$ cat config.mk
export PLATFORM = sky130hd
export DESIGN_NAME = plt_queue
export DESIGN_NICKNAME = d
export VERILOG_FILES = /design/src/rtl/plt_queue.sv
export SDC_FILE = /design/constraint.sdc
export NUM_CORES = 1
export LEC_CHECK = 0
export ABC_CLOCK_PERIOD_IN_PS = 1080
export BUFFER_PORTS_ARGS = -buffer_cell sky130_fd_sc_hd__clkbuf_2
export CAP_MARGIN = 40
export CELL_PAD_IN_SITES_DETAIL_PLACEMENT = 0
export CELL_PAD_IN_SITES_GLOBAL_PLACEMENT = 1
export CORE_MARGIN = 2
export CORE_UTILIZATION = 36
export DETAILED_ROUTE_END_ITERATION = 8
export GPL_TIMING_DRIVEN = 0
export PLACE_DENSITY = 0.71
export SYNTH_ARGS = -nofsm -noshare
export SYNTH_HDL_FRONTEND = slang
export SYNTH_SLANG_ARGS = --single-unit
$ cat constraint.sdc
create_clock -name clk -period 1.08 [get_ports clk]
set_input_delay 0.162 -clock clk [delete_from_list [all_inputs] [get_ports clk]]
set_output_delay 0.162 -clock clk [all_outputs]
set_load 0.005 [all_outputs]
$ cat src/rtl/plt_queue.sv
`timescale 1ns / 1ps
module plt_queue #(
	parameter int WIDTH = 8,
	parameter int DEPTH = 2
) (
	input  logic             clk,
	input  logic             arst_n,
	input  logic             push,
	input  logic [WIDTH-1:0] wdata,
	output logic             full,
	input  logic             pop,
	output logic             not_empty,
	output logic [WIDTH-1:0] rdata
);
	localparam int PW = (DEPTH > 1) ? $clog2(DEPTH) : 1;
	localparam int NW = $clog2(DEPTH + 1);

	logic [WIDTH-1:0] mem_q [DEPTH];
	logic [PW-1:0]    wr_q, rd_q;
	logic [NW-1:0]    cnt_q;

	assign full      = (cnt_q == NW'(DEPTH));
	assign not_empty = (cnt_q != '0);
	assign rdata     = mem_q[rd_q];

	// storage
	always_ff @(posedge clk) begin
		if (push) begin
			mem_q[wr_q] <= wdata;
		end
	end

	// pointers and fill count
	always_ff @(posedge clk or negedge arst_n) begin
		if (!arst_n) begin
			wr_q  <= '0;
			rd_q  <= '0;
			cnt_q <= '0;
		end else begin
			if (push) begin
				wr_q <= (wr_q == PW'(DEPTH - 1)) ? '0 : wr_q + 1'b1;
			end
			if (pop) begin
				rd_q <= (rd_q == PW'(DEPTH - 1)) ? '0 : rd_q + 1'b1;
			end
			if (push && !pop) begin
				cnt_q <= cnt_q + 1'b1;
			end else if (pop && !push) begin
				cnt_q <= cnt_q - 1'b1;
			end
		end
	end

endmodule

==> impl_metrics.yaml <==
critical_path:
  critPathLaunchType: "register"
  path_max_fanout: 9
  worstRegToRegCells: 1
  crit_arrival_ps: 1230
  crit_type: "reg2out"
  r2r_slack_ps: 50
  r2r_end: "mem_q[1][7]"
  rr_startpoint: "wr_q"
  cp.required_ps: 920
  end_kind: "output pin"
route:
  avgRoutedWirePerCell_um: 11.0
  routed_wl_mm: 1.06
  vias_per_cell: 4.35
  dr.pass1.iters: 1
  drtIter0Drc: 0
  drc: 0
  drtAntennaViolNets: 0
  num_vias: 422
place:
  port_buffers: 21
  gp_congestion: 0.643
  placed_area_sq_um: 915
  place_inst: 89
timing:
  grt_setup_unrepaired: "yes"
  min_period_ps: 1400
  relSlewSlack: 0.834
  max_freq_ghz: 0.717
  holdWs_ps: 58.7
  fin_crit_sh: 1.29
  fin_ws_ps: -315
  tns_ps: -2650
  fin_skew_ps: 8.54
  slew_violations: 0
  tightest_slew_ps: 249
  hold_viol: 0
  setup_violations: 10
clock_tree:
  cts_buffer_depth: 2
  cts_tree: "done"
  h-tree-depth: 1
  cts.clk_slew.worst_paths_ps: 100
  cts_root_buffer: "clkbuf_4"
  cts_buffers: 3
  cts_sinks: 20
  clock_latency_ps: 280
floorplan:
  core_sq_mm: 0.00200
  die_w_um: 50.3
  initial_utilization: 0.386
  io_pins: 22
  fp-row-count: 16
  dieArea_sq_mm: 0.00253
  die_h_um: 50.3
power_and_ir_drop:
  combPwrFrac: 0.353
  p_leak_nw: 0.410
  p_sw_frac: 0.268
  power_density_mw_per_mm2: 2300
  power_frac_clock: 0.145
  p_sw_mw: 0.604
  irDropWorstVdd_mv: 1.20
  seqPwrFrac: 0.502
  intPower_mw: 1.65
synth:
  yosysTopAreaCell: "edfxtp_1"
  ys_types: 13
  synth_top_area_share: 0.621
  synth_warnings: 0
  synth_nets: 54
  yosysSeqAreaShare: 0.751
  synthTopCellsByArea: "edfxtp_1 (62%), dfrtp_1 (13%), mux2_2 (12%), xor2_1 (4.5%), ha_1 (1.6%)"
  yosys_register_bits: 20
  syn_avg_cell_area_sq_um: 18.9
  synth_cells: 41
  syn_area_sq_um: 773
hold_path:
  min_to: "mem_q[1][0]"
  hp-class: "in2reg"
  min_path_cells: 1
  min_from: "wdata[0]"
global_routing:
  grtUsageTotal: 0.0925
  first_global_vias: 393
  grt-ovfl-total: 0
  grt_pass1_wl_mm: 1.72
  antenna_found_initial: 0
  grt_max_degree: 12
final_layout:
  drive_gt1_frac: 0.571
  multiInputGateArea_sq_um: 189
  fillers: 195
  fin_area_sq_um: 982
  synthToLayoutAreaGrowth_pct: 27.0
  register_area_sq_um: 581
  final_nets: 84
  antenna_cells: 0
  instances_no_fill: 97
job:
  cap_violations: 0
outcome:
  violations: "setup timing"
  outcome: "finished, violations left"
## area by class of cell
type / count / share of cell area
repair buffers: 25 / 0.140
clock inverters: 1 / 0.00382
inverters: 1 / 0.00382
well taps: 27 / 0.0344
clock buffers: 3 / 0.0229
plain buffers: 1 / 0.0115
multi-input cells: 19 / 0.192
flip-flops and latches: 20 / 0.591
## cell usage after synthesis, drive strengths merged
library cell,number
inv,1
edfxtp,16
xor2,4
buf,1
xnor2,1
and2b,1
nor2,1
or2,1
nor2b,1
dfrtp,4
and2,1
mux2,8
ha,1
## worst max-delay path, stage by stage, from the launching register on
cell	delay, ps
dfrtp_1	350
buf_6	140
mux2_2	340
clkbuf_2	110
## placed cells by master (no fill, tap or decap)
master,n
ha_1,1
buf_4,3
or2_4,1
clkbuf_4,3
clkbuf_2,21
dlygate4sd3_1,1
xor2_1,4
edfxtp_1,16
and2b_2,1
buf_6,1
nor2b_4,1
mux2_2,8
inv_1,1
nor2_1,1
dfrtp_1,4
and2_2,1
xnor2_1,1
clkinv_1,1
## per-stage QoR
stage,worst slack [ps],total power [mW],util
2_1_floorplan,78.8,1.58,-
3_3_place_gp,-48.7,1.83,0.457
3_5_place_dp,-53.7,1.84,0.457
4_1_cts,-330,2.26,0.487
5_1_grt,-381,2.40,0.491
6_report,-315,2.26,0.491
## registers in the layout, summed over array words and instances, names as in the netlist
name,count
cnt_q,2
mem_q,16
rd_q,1
wr_q,1
## power groups by stage
stage | combinational, mW | sequential (mW) | clock [mW]
2_1_floorplan | 0.449 | 1.13 | 0
3_3_place_gp | 0.684 | 1.14 | 0
5_1_grt | 0.880 | 1.15 | 0.366
6_report | 0.796 | 1.13 | 0.328
4_1_cts | 0.784 | 1.14 | 0.344
3_5_place_dp | 0.688 | 1.15 | 0
## logic make-up (layout without fill, tap and decap cells)
| group | after synthesis | in the layout | share of synthesized area |
|---|---|---|---|
| flops | 20 | 20 | 0.751 |
| mux | 8 | 8 | 0.117 |
| xor+xnor | 5 | 5 | 0.0566 |
| simple gates | 5 | 5 | 0.0405 |
| buf+inv | 2 | 31 | 0.0194 |
| fa+ha+maj | 1 | 1 | 0.0162 |
## metal layers
metal / GRT usage / routed length, um / share of wire / up-vias
met4: 0.0270 / 0 / 0 / 0
met5: 0 / 0 / 0 / -
met2: 0.167 / 602 / 0.57 / 11
li1: - / - / - / 205
met3: 0.0268 / 48 / 0.045 / 0
met1: 0.106 / 414 / 0.39 / 206
## repair_timing
action                                 4_1_cts  5_1_grt
resized for setup                            3        0
setup endpoints to repair                   26       11
setup buffers                                2        1
endpoints found under the hold margin        4        0
pin swaps                                    1        0
hold buffers                                 1        0
## how the worst max path moves through the flow
stage                     startpoint     endpoint  slack [ps]  cells past startpoint
after CTS                       rd_q     rdata[1]        -330                      3
final                           rd_q     rdata[1]        -320                      3
after global placement          wr_q  mem_q[0][6]         -50                      1
after detailed placement        wr_q  mem_q[0][6]         -50                      1
after global routing            rd_q     rdata[1]        -380                      3
after floorplan                 wr_q  mem_q[0][0]          80                      1
Note: power is estimated with default switching activity, not from simulation.
