`src/rtl/plt_pkg.sv`:
```
`timescale 1ns / 1ps
package plt_pkg;

	// default widths
	localparam int COORD_WIDTH_DEF = 24;
	localparam int SUM_WIDTH_DEF   = 48;
	localparam int FIT_WIDTH       = 48;
	localparam int WEIGHT_WIDTH    = 16;
	localparam int FACTOR_WIDTH    = 4;
	localparam int ADDR_WIDTH      = 4;
	localparam int QUEUE_DEPTH     = 2;

	// angle unit
	localparam int ANG_STEPS = 18;
	localparam int ZW        = 26;
	localparam int ANG_WIDTH = 16;
	localparam int NORM_HI   = 32768;
	localparam int NORM_LO   = 16384;
	localparam logic signed [ZW-1:0] Z_90  = ZW'(90 * 65536);
	localparam logic signed [ZW-1:0] Z_180 = ZW'(180 * 65536);
	localparam logic [ANG_WIDTH-1:0] ANG_REVERSE = ANG_WIDTH'(180 * 256);

	// register map
	localparam logic [1:0] REG_DIST  = 2'd0;
	localparam logic [1:0] REG_ANGLE = 2'd1;
	localparam logic [1:0] REG_CURVE = 2'd2;
	localparam logic [WEIGHT_WIDTH-1:0] DIST_WEIGHT_RST  = 16'd26214;
	localparam logic [WEIGHT_WIDTH-1:0] ANGLE_WEIGHT_RST = 16'd39322;
	localparam logic [FACTOR_WIDTH-1:0] CURVE_FACTOR_RST = 4'd3;

	typedef struct packed {
		logic [WEIGHT_WIDTH-1:0] dist_weight;
		logic [WEIGHT_WIDTH-1:0] angle_weight;
		logic [FACTOR_WIDTH-1:0] curve_factor;
	} cfg_t;

	// what the back end has to do for one point
	typedef struct packed {
		logic do_angle;
		logic do_len;
		logic curve;
		logic last;
		logic few;
	} job_ctrl_t;

	typedef enum logic [3:0] {
		B_IDLE, B_DISPATCH, B_NORM, B_MUL_A, B_MUL_B, B_PREP, B_CORDIC, B_CLAMP,
		B_ANG_ADD, B_SQ_MUL, B_SQ_ADD, B_SQ_RUN, B_LEN_ADD, B_FIT, B_FIT_END, B_OUT
	} back_state_t;

	// arctangent of 2^-i in Q.16 degrees
	function automatic logic [ZW-1:0] atan_q16(input logic [4:0] i);
		logic [ZW-1:0] r;
		case (i)
			5'd0:  r = ZW'(2949120);
			5'd1:  r = ZW'(1740967);
			5'd2:  r = ZW'(919879);
			5'd3:  r = ZW'(466945);
			5'd4:  r = ZW'(234379);
			5'd5:  r = ZW'(117304);
			5'd6:  r = ZW'(58666);
			5'd7:  r = ZW'(29335);
			5'd8:  r = ZW'(14668);
			5'd9:  r = ZW'(7334);
			5'd10: r = ZW'(3667);
			5'd11: r = ZW'(1833);
			5'd12: r = ZW'(917);
			5'd13: r = ZW'(458);
			5'd14: r = ZW'(229);
			5'd15: r = ZW'(115);
			5'd16: r = ZW'(57);
			5'd17: r = ZW'(29);
			default: r = '0;
		endcase
		return r;
	endfunction

endpackage

```
`src/rtl/plt_front.sv`:
```
`timescale 1ns / 1ps
module plt_front #(
	parameter int COORD_WIDTH = plt_pkg::COORD_WIDTH_DEF
) (
	input  logic                    clk,
	input  logic                    arst_n,
	input  logic                    in_valid,
	output logic                    in_ready,
	input  logic [COORD_WIDTH-1:0]  x,
	input  logic [COORD_WIDTH-1:0]  y,
	input  logic                    curve_pt,
	input  logic                    last,
	input  logic                    q_full,
	output logic                    push,
	output plt_pkg::job_ctrl_t      ctrl,
	output logic [COORD_WIDTH:0]    ax,
	output logic [COORD_WIDTH:0]    ay,
	output logic [COORD_WIDTH:0]    bx,
	output logic [COORD_WIDTH:0]    by
);
	import plt_pkg::*;

	localparam int CW = COORD_WIDTH;

	logic [CW-1:0] older_x_q, older_y_q, newer_x_q, newer_y_q;
	logic          newer_curve_q;
	logic [1:0]    seen_q;

	// accept whenever the queue has room
	assign in_ready = !q_full;
	assign push     = in_valid && in_ready;

	// segment vectors
	assign ax = {newer_x_q[CW-1], newer_x_q} - {older_x_q[CW-1], older_x_q};
	assign ay = {newer_y_q[CW-1], newer_y_q} - {older_y_q[CW-1], older_y_q};
	assign bx = {x[CW-1], x} - {newer_x_q[CW-1], newer_x_q};
	assign by = {y[CW-1], y} - {newer_y_q[CW-1], newer_y_q};

	// classify the point
	always_comb begin
		ctrl.do_angle = (seen_q >= 2'd2);
		ctrl.do_len   = (seen_q >= 2'd1);
		ctrl.curve    = newer_curve_q;
		ctrl.last     = last;
		ctrl.few      = (seen_q < 2'd2);
	end

	// point history, cleared at path end
	always_ff @(posedge clk or negedge arst_n) begin
		if (!arst_n) begin
			older_x_q     <= '0;
			older_y_q     <= '0;
			newer_x_q     <= '0;
			newer_y_q     <= '0;
			newer_curve_q <= 1'b0;
			seen_q        <= 2'd0;
		end else if (push) begin
			if (last) begin
				older_x_q     <= '0;
				older_y_q     <= '0;
				newer_x_q     <= '0;
				newer_y_q     <= '0;
				newer_curve_q <= 1'b0;
				seen_q        <= 2'd0;
			end else begin
				older_x_q     <= newer_x_q;
				older_y_q     <= newer_y_q;
				newer_x_q     <= x;
				newer_y_q     <= y;
				newer_curve_q <= curve_pt;
				if (seen_q != 2'd3) begin
					seen_q <= seen_q + 2'd1;
				end
			end
		end
	end

endmodule

```
`config.mk`:
```
export PLATFORM = sky130hd
export DESIGN_NAME = plt_front
export DESIGN_NICKNAME = d
export VERILOG_FILES = /design/src/rtl/plt_pkg.sv /design/src/rtl/plt_front.sv
export SDC_FILE = /design/constraint.sdc
export NUM_CORES = 1
export LEC_CHECK = 0
export CAP_MARGIN = 20
export CELL_PAD_IN_SITES_DETAIL_PLACEMENT = 1
export CELL_PAD_IN_SITES_GLOBAL_PLACEMENT = 1
export CORE_UTILIZATION = 52
export CTS_CLUSTER_DIAMETER = 200
export DETAILED_ROUTE_END_ITERATION = 8
export DONT_BUFFER_PORTS = 1
export GPL_TIMING_DRIVEN = 0
export PLACE_DENSITY_LB_ADDON = 0.1
export SYNTH_ARGS = -nofsm -noshare
export SYNTH_HDL_FRONTEND = slang
export SYNTH_SLANG_ARGS = --single-unit
```
`constraint.sdc`:
```
create_clock -name clk -period 4.1 [get_ports clk]
set_input_delay 0.615 -clock clk [delete_from_list [all_inputs] [get_ports clk]]
set_output_delay 0.615 -clock clk [all_outputs]
set_load 0.005 [all_outputs]
```
==> flow_metrics.tcl, run 1 <==
set metrics [dict create \
    grt_pass1_vias 8608 \
    grt_busiest_layer "met2" \
    path_max_fanout 4 \
    worst_slew_pin_slew_ps 766 \
    met3_usage 0.0582 \
    viasPerCell 6.09 \
    wl_per_cell_um 20.3 \
    n_antenna_cell 0 \
    antenna_found_initial 0 \
    grt_util_met1 0.401 \
    synth_seq_cells 99 \
    startpoint "newer_x_q[0]" \
    drc 0 \
    synth_cell_types 67 \
    async_flop_share 1.00 \
    period_share 0.940 \
    grt_max_degree 100 \
    finClkSkew_ps 6.94 \
    maxSlewViolCount 0 \
    tritoncts "done" \
    synth_compound_gate_area_share 0.265 \
    netlist_area_um2 9120 \
    rr_startpoint "seen_q[1]" \
    dieArea_um2 18100 \
    cts_max_level 3 \
    cts_buffers 9 \
    rsz0062_at_grt "no" \
    synth_top_family_by_area "compound AO/OA/AOI/OAI gates" \
    ys_top_cells_by_area "dfrtp_1 (27%), ha_1 (14%), inv_1 (5.4%)" \
    row_count 48 \
    design_power_total_mw 4.33 \
    dr.pass1.iters 5 \
    peakVddDrop_uv 229 \
    drtIter0Drc 364 \
    coreArea_um2 17200 \
    required_ps 3480 \
    port_buffers 0 \
    ys_warn_count 0 \
    clockBufferDepth 2 \
    grtUsageMet2 0.536 \
    status "finished clean" \
    hpwl_um 21600 \
    powerDensity_nw_per_um2 444 \
    drv_cap 0 \
    synth_mux_area_frac 0.00233 \
    utilization 0.565 \
    grt_overflow_total 0 \
    min_path_type "in -> async" \
    synthTopCellsByCount "inv_1 (131), dfrtp_1 (99), ha_1 (99), nand2_1 (99), o21ai_0 (89)" \
    synth_top_area_cell "dfrtp_1" \
    synthSimpleGateAreaFrac 0.175 \
    whs_ps 162 \
    synthXorXnorAreaFrac 0.0663 \
    fin_crit_ps 3850 \
    synthAdderAreaFrac 0.145 \
    synth_top_area_frac 0.272 \
    root_buffer "clkbuf_16" \
    grt_pass1_wl_um 44700 \
    synth_most_common_cell "inv_1" \
    synth_cells 1127 \
    endpoint_kind "output port" \
    dieWidth_um 134 \
    gp_congestion 0.881 \
    antenna_left 0 \
    wl_um 27800 \
    slew_headroom 0.483 \
    clkSlewWorstSetupHoldPaths_ps 70 \
    ys_seq_area_frac 0.272 \
    ios 161 \
    hold_viol 0 \
    insertion_delay_ps 350 \
    max_freq_mhz 260 \
    synth_enable_flop_cells 0 \
    cts_num_sinks 99 \
    postSynthNetCount 1284 \
    leakage_nw 4.35 \
    area_growth_pct 6.89 \
    arrival_ps 3240 \
    grt_usage 0.313 \
    start_util 0.529 \
    vias 8332 \
    synthFlopType "dfrtp_1" \
    post_cts_buffers 0 \
    die_h_um 134 \
    syn_avg_cell_area_um2 8.09 \
    start_kind "flip-flop" \
    layout.nets 1296 \
    setup_tns_ps 0 \
    crit_type "reg -> out" \
    finalSetupViolations 0 \
    drive_above_1_share 0.0315 \
]
## stage by stage
stage	cell area (um^2)	setup WS, ps	instances
after detailed placement	9400	537	1352
after global placement	9400	586	1352
final	9750	247	1368
after CTS	9740	78.6	1368
after global routing	9750	88.3	1368
after floorplan	9120	858	1127
## sequential cells by signal, summed over array words and instances (netlist names)
signal / flops
older_y_q: 24
newer_x_q: 24
newer_y_q: 24
seen_q: 2
older_x_q: 24
newer_curve_q: 1
## logic make-up (layout without fill, tap and decap cells)
group | count (synthesis) | after routing
and+or+nand+nor | 310 | 310
DFF | 99 | 99
buffers and inverters | 179 | 195
muxes | 2 | 2
xor gates and xnor gates | 69 | 69
AOI/OAI and AO/OA | 365 | 365
adders and majority gates | 103 | 103
## per-layer routing
metal  share of wire  wire length, um
met2            0.48            13300
met4           0.021              571
met3           0.051             1420
met5               0                0
met1            0.45            12500
## timing repair
item,4_1_cts,5_1_grt
endpoints found under the hold margin,99,0
hold buffers,1,0
resized for setup,0,1
endpoints found under the setup margin,0,3
## layout make-up
type / count / area [um^2]
Buffer: 47 / 184
Clock buffer: 12 / 267
Clock inverter: 3 / 46.3
Fill cell: 2167 / 7490
Inverter: 132 / 495
Multi-Input combinational cell: 849 / 5970
Sequential cell: 99 / 2480
Tap cell: 225 / 282
Timing Repair Buffer: 1 / 27.5
## power by group
group	leakage [nW]	internal [mW]	switching, mW
Combinational	2.88	0.864	1.39
Clock	0.151	0.522	0.395
Sequential	1.31	1.08	0.0711
Total	4.34	2.47	1.86
## path summary, 6_finish.rpt
path                                  to  slack (ps)  cells past startpoint
setup / recovery                  ax[22]         250                     10
hold / removal             newer_x_q[21]         160                      1
setup reg to reg               seen_q[0]        2850                      4
hold reg to reg            older_x_q[22]         480                      2
max in group asynchronous  older_x_q[10]        3480                      1
min in group clk            newer_y_q[3]         410                      2
## critical path: stages, from the launching register on
cell      delay [ps]
dfrtp_1          410
inv_1             90
ha_1             200
fa_1             240
nor2b_1           70
o21ai_0          250
a21boi_0         250
o211ai_1         320
nand3b_1         180
o311ai_0         580
a21boi_0         300
## layout by cell type, fill, tap and decap left out, types with 10 or more instances in the layout
master / count
inv_1: 131
nor3_1: 18
a21boi_0: 10
a21oi_1: 70
o21a_1: 22
o21ai_0: 89
clkbuf_1: 43
nand3_1: 15
a21o_1: 40
o211ai_1: 12
xnor2_1: 47
nand2b_1: 12
nand2_1: 99
dfrtp_1: 99
ha_1: 99
nor2_1: 58
xor2_1: 22
nor2b_1: 14
nand3b_1: 47
o31ai_1: 54
nand4_1: 10
No activity file was read; power rests on OpenSTA's default activity.
==> run 2, diff against run 1 <==
- CORE_UTILIZATION: 52 -> 53
- CTS_BUF_LIST: unset -> sky130_fd_sc_hd__clkbuf_4 sky130_fd_sc_hd__clkbuf_8
==> flow_metrics.tcl, run 2 (synthesized netlist as in run 1, its figures left out) <==
set metrics [dict create \
    status "finished clean" \
    antenna_left 0 \
    grt_pass1_wl_um 44600 \
    drc 0 \
    drive_above_1_share 0.0323 \
    vias 8336 \
    powerDensity_nw_per_um2 423 \
    power_frac_seq 0.282 \
    wl_um 27300 \
    maxSlewViolCount 0 \
    start_kind "flip-flop" \
    start_util 0.546 \
    peakVddDrop_uv 200 \
    cp_num_buf_inv 1 \
    fin_crit_ps 3790 \
    grt_max_degree 100 \
    leakage_nw 4.28 \
    path_delay_family "compound AO/OA/AOI/OAI gates" \
    row_count 47 \
    min_path_type "in -> async" \
    arrival_ps 3180 \
    tritoncts "done" \
    antenna_found_initial 0 \
    n_antenna_cell 0 \
    hold_viol 0 \
    clkPwrFrac 0.164 \
    pre_cts_ws_ps 533 \
    path_cells "inv_1, ha_1, nor2b_4, o31a_2, o211a_4, a31oi_4, o21ai_2, and3_1, or4_1" \
    layout_common_cells "inv_1 (131), nand2_1 (99), ha_1 (99), dfrtp_1 (99), o21ai_0 (89)" \
    period_share 0.925 \
    area_growth_pct 5.60 \
    swShare 0.454 \
    crit_type "reg -> out" \
    path_max_fanout 6 \
    port_buffers 0 \
    layout_setup_ws_ps 310 \
    required_ps 3480 \
    viasPerCell 6.11 \
    hpwl_um 21600 \
    drtIter0Drc 399 \
    power.net_switching_mw 1.85 \
    finClkSkew_ps 5.23 \
    max_freq_mhz 264 \
    clkSlewWorstSetupHoldPaths_ps 100 \
    worst_slew_pin_slew_ps 795 \
    grt_pass1_vias 8682 \
    dieWidth_um 133 \
    post_cts_buffers 0 \
    finalSetupViolations 0 \
    p_comb_frac 0.554 \
    grt_overflow_total 0 \
    cpMaxStageDelayCell "or4_1" \
    clockBufferDepth 2 \
    coreArea_um2 16700 \
    slew_headroom 0.463 \
    rsz0062_at_grt "no" \
    cts_buffers 9 \
    cts_num_sinks 99 \
    ios 161 \
    nFillCells 2106 \
    cts_max_level 3 \
    insertion_delay_ps 380 \
    setup_tns_ps 0 \
    die_h_um 133 \
    gp_congestion 0.886 \
    dieArea_um2 17700 \
    dr.pass1.iters 5 \
    slowest_delay_ps 550 \
    layout.nets 1296 \
    wl_per_cell_um 20.0 \
    mostFrequentLayoutCell "inv_1" \
    root_buffer "clkbuf_8" \
    drv_cap 0 \
    endpoint_kind "output port" \
    internal-power_mw 2.23 \
    grt_usage 0.315 \
]
[run 2: final timing paths]
check,from,end,slack [ps],cells after the start
min reg2reg,older_x_q[18],older_x_q[18],480,2
min in group clk,curve_pt,newer_curve_q,370,2
min,arst_n,newer_x_q[21],110,1
max reg2reg,seen_q[1],seen_q[0],2890,4
max,newer_x_q[1],bx[23],310,9
max in group asynchronous,arst_n,newer_y_q[19],3540,1
[run 2: timing repair]
action,CTS,global route
resized for setup,0,1
hold endpoints to repair,99,0
endpoints found under the setup margin,0,3
hold buffers,1,0
[run 2: worst reg2reg max path: cells and delay by family, from the launching register on]
kind	cells	cell delay, ps
AO/OA/AOI/OAI	1	110
adder cells (fa/ha/maj)	1	220
buffers and inverters	1	50
flip-flops	1	440
multiplexers	1	290
[run 2: cell type report]
type                       instances  area (um^2)  area share
sequential                        99         2480       0.257
clock inverter                     7         77.6     0.00806
inverter                         132          495      0.0515
multi-input combinational        849         5970       0.620
tap                              220          275      0.0286
timing repair buffer               1         27.5     0.00286
buffer                            47          184      0.0191
clock buffer                       9          124      0.0129
[run 2: stage by stage]
step | instance area [um^2] | hold WS (ps) | total power [mW] | std cells | utilization
2_1_floorplan | 9120 | 319 | 2.85 | 1127 | -
3_3_place_gp | 9390 | 324 | 3.29 | 1347 | 0.562
3_5_place_dp | 9390 | 324 | 3.37 | 1347 | 0.562
4_1_cts | 9620 | 160 | 4.08 | 1364 | 0.576
5_1_grt | 9630 | 167 | 4.37 | 1364 | 0.577
6_report | 9630 | 106 | 4.08 | 1364 | 0.577
[run 2: power groups by stage]
stage	Sequential [mW]	Combinational (mW)	Clock (mW)
after floorplan	1.14	1.70	0
final	1.15	2.26	0.670
after global routing	1.16	2.50	0.708
after detailed placement	1.17	2.20	0
after CTS	1.15	2.25	0.685
after global placement	1.16	2.13	0
[run 2: per-layer routing]
layer / global-route usage / up-vias / part of all wire
li1: - / 4025 / -
met1: 0.407 / 4074 / 0.45
met2: 0.534 / 196 / 0.47
met3: 0.0620 / 41 / 0.056
met4: 0.0922 / 0 / 0.023
met5: 0 / - / 0
==> run 3, diff against run 2 <==
- GPL_TIMING_DRIVEN: 0 -> unset
- REMOVE_ABC_BUFFERS: unset -> 1
==> flow_metrics.tcl, run 3 (synthesized netlist as in run 1, its figures left out) <==
set metrics [dict create \
    finalSetupViolations 0 \
    antenna_left 0 \
    n_antenna_cell 0 \
    clkSlewWorstSetupHoldPaths_ps 100 \
    status "finished clean" \
    whs_ps 112 \
    rsz0062_at_grt "no" \
    drive_above_1_share 0.0346 \
    min_path_type "in -> async" \
    gp_congestion 0.885 \
    dp_cells 1302 \
    grt_pass1_wl_um 39600 \
    cts_num_sinks 99 \
    timing.rr.end "seen_q[0]" \
    root_buffer "clkbuf_8" \
    grt_max_degree 101 \
    area_growth_pct 3.94 \
    post_cts_buffers 0 \
    endpoint_kind "output port" \
    fin_crit_ps 3720 \
    period_share 0.908 \
    grt_overflow_total 0 \
    setup_tns_ps 0 \
    cts_max_level 3 \
    maxSlewViolCount 0 \
    wl_per_cell_um 17.9 \
    dieArea_um2 17700 \
    finClkSkew_ps 16.7 \
    drv_cap 0 \
    dieWidth_um 133 \
    startpoint "newer_x_q[0]" \
    dr.pass1.iters 4 \
    tritoncts "done" \
    r2r_slack_ps 2860 \
    antenna_found_initial 0 \
    ios 161 \
    start_kind "flip-flop" \
    drtIter0Drc 361 \
    powerDensity_nw_per_um2 420 \
    peakVddDrop_uv 156 \
    viasPerCell 6.02 \
    start_util 0.546 \
    layout.nets 1251 \
    max_freq_mhz 269 \
    leakage_nw 4.25 \
    port_buffers 0 \
    vias 7941 \
    clockBufferDepth 2 \
    cts_buffers 9 \
    layout_common_cells "inv_1 (131), ha_1 (99), dfrtp_1 (99)" \
    nFillCells 2073 \
    crit_type "reg -> out" \
    arrival_ps 3110 \
    coreArea_um2 16700 \
    path_max_fanout 4 \
    grt_usage 0.274 \
    rr_startpoint "seen_q[1]" \
    required_ps 3480 \
    hpwl_um 18300 \
    wl_um 23600 \
    reg2regPathDepth 4 \
    slew_headroom 0.540 \
    die_h_um 133 \
    hold_viol 0 \
    insertion_delay_ps 390 \
    grt_pass1_vias 8102 \
    row_count 47 \
    drc 0 \
    mostFrequentLayoutCell "inv_1" \
    worst_slew_pin_slew_ps 690 \
    final_cells 1319 \
    design_power_total_mw 3.98 \
]
## run 3: cell types whose count changed in the layout (fill, tap and decap cells not counted), sizes merged
cell,previous run,this run
clkbuf,52,11
clkinvlp,4,1
clkinv,1,2
buf,5,3
## run 3: area by class of cell
cell class              count  area, um^2  share of cell area
clock buffers              11         151              0.0160
flip-flops and latches     99        2480               0.261
inverters                 132         495              0.0523
well taps                 220         275              0.0290
multi-input cells         849        5980               0.630
repair buffers              3        42.5             0.00449
clock inverters             5        60.1             0.00634
## run 3: through the flow
| stage | setup slack, ps | utilization | instance area (um^2) |
|---|---|---|---|
| floorplan | 82.2 | - | 8930 |
| global placement | 650 | 0.553 | 9230 |
| detailed placement | 612 | 0.553 | 9230 |
| CTS | 177 | 0.567 | 9470 |
| global route | 48.4 | 0.568 | 9480 |
| finish | 376 | 0.568 | 9480 |
## run 3: worst max-delay path by stage
stage             end  slack [ps]
4_1_cts        ax[24]         180
5_1_grt        ax[18]          50
6_report       ax[24]         380
3_5_place_dp   bx[22]         610
2_1_floorplan    push          80
3_3_place_gp   bx[22]         650
## run 3: metal layers
metal,vias to the layer above,share of wire,wire length (um),global-route usage
met4,0,0.021,494,0.0903
li1,3926,-,-,-
met2,137,0.48,11400,0.474
met5,-,0,0,0
met1,3851,0.45,10500,0.347
met3,27,0.048,1120,0.0449
## run 3: power breakdown
part	internal (mW)	switching (mW)
Sequential	1.08	0.0700
Combinational	0.856	1.30
Clock	0.318	0.355
Total	2.25	1.73
## run 3: worst max-delay path: stages, from the launching register on
cell,delay [ps]
dfrtp_1,380
inv_1,60
ha_1,220
fa_1,430
nor2b_1,130
o21ai_0,110
a21boi_0,410
o211ai_1,240
a31oi_2,370
a2bb2oi_1,140
a22o_1,230
## run 3: repair_timing
item | 4_1_cts | 5_1_grt
hold endpoints to repair | 99 | 0
setup endpoints to repair | 0 | 4
resized for setup | 0 | 1
hold buffers | 1 | 0
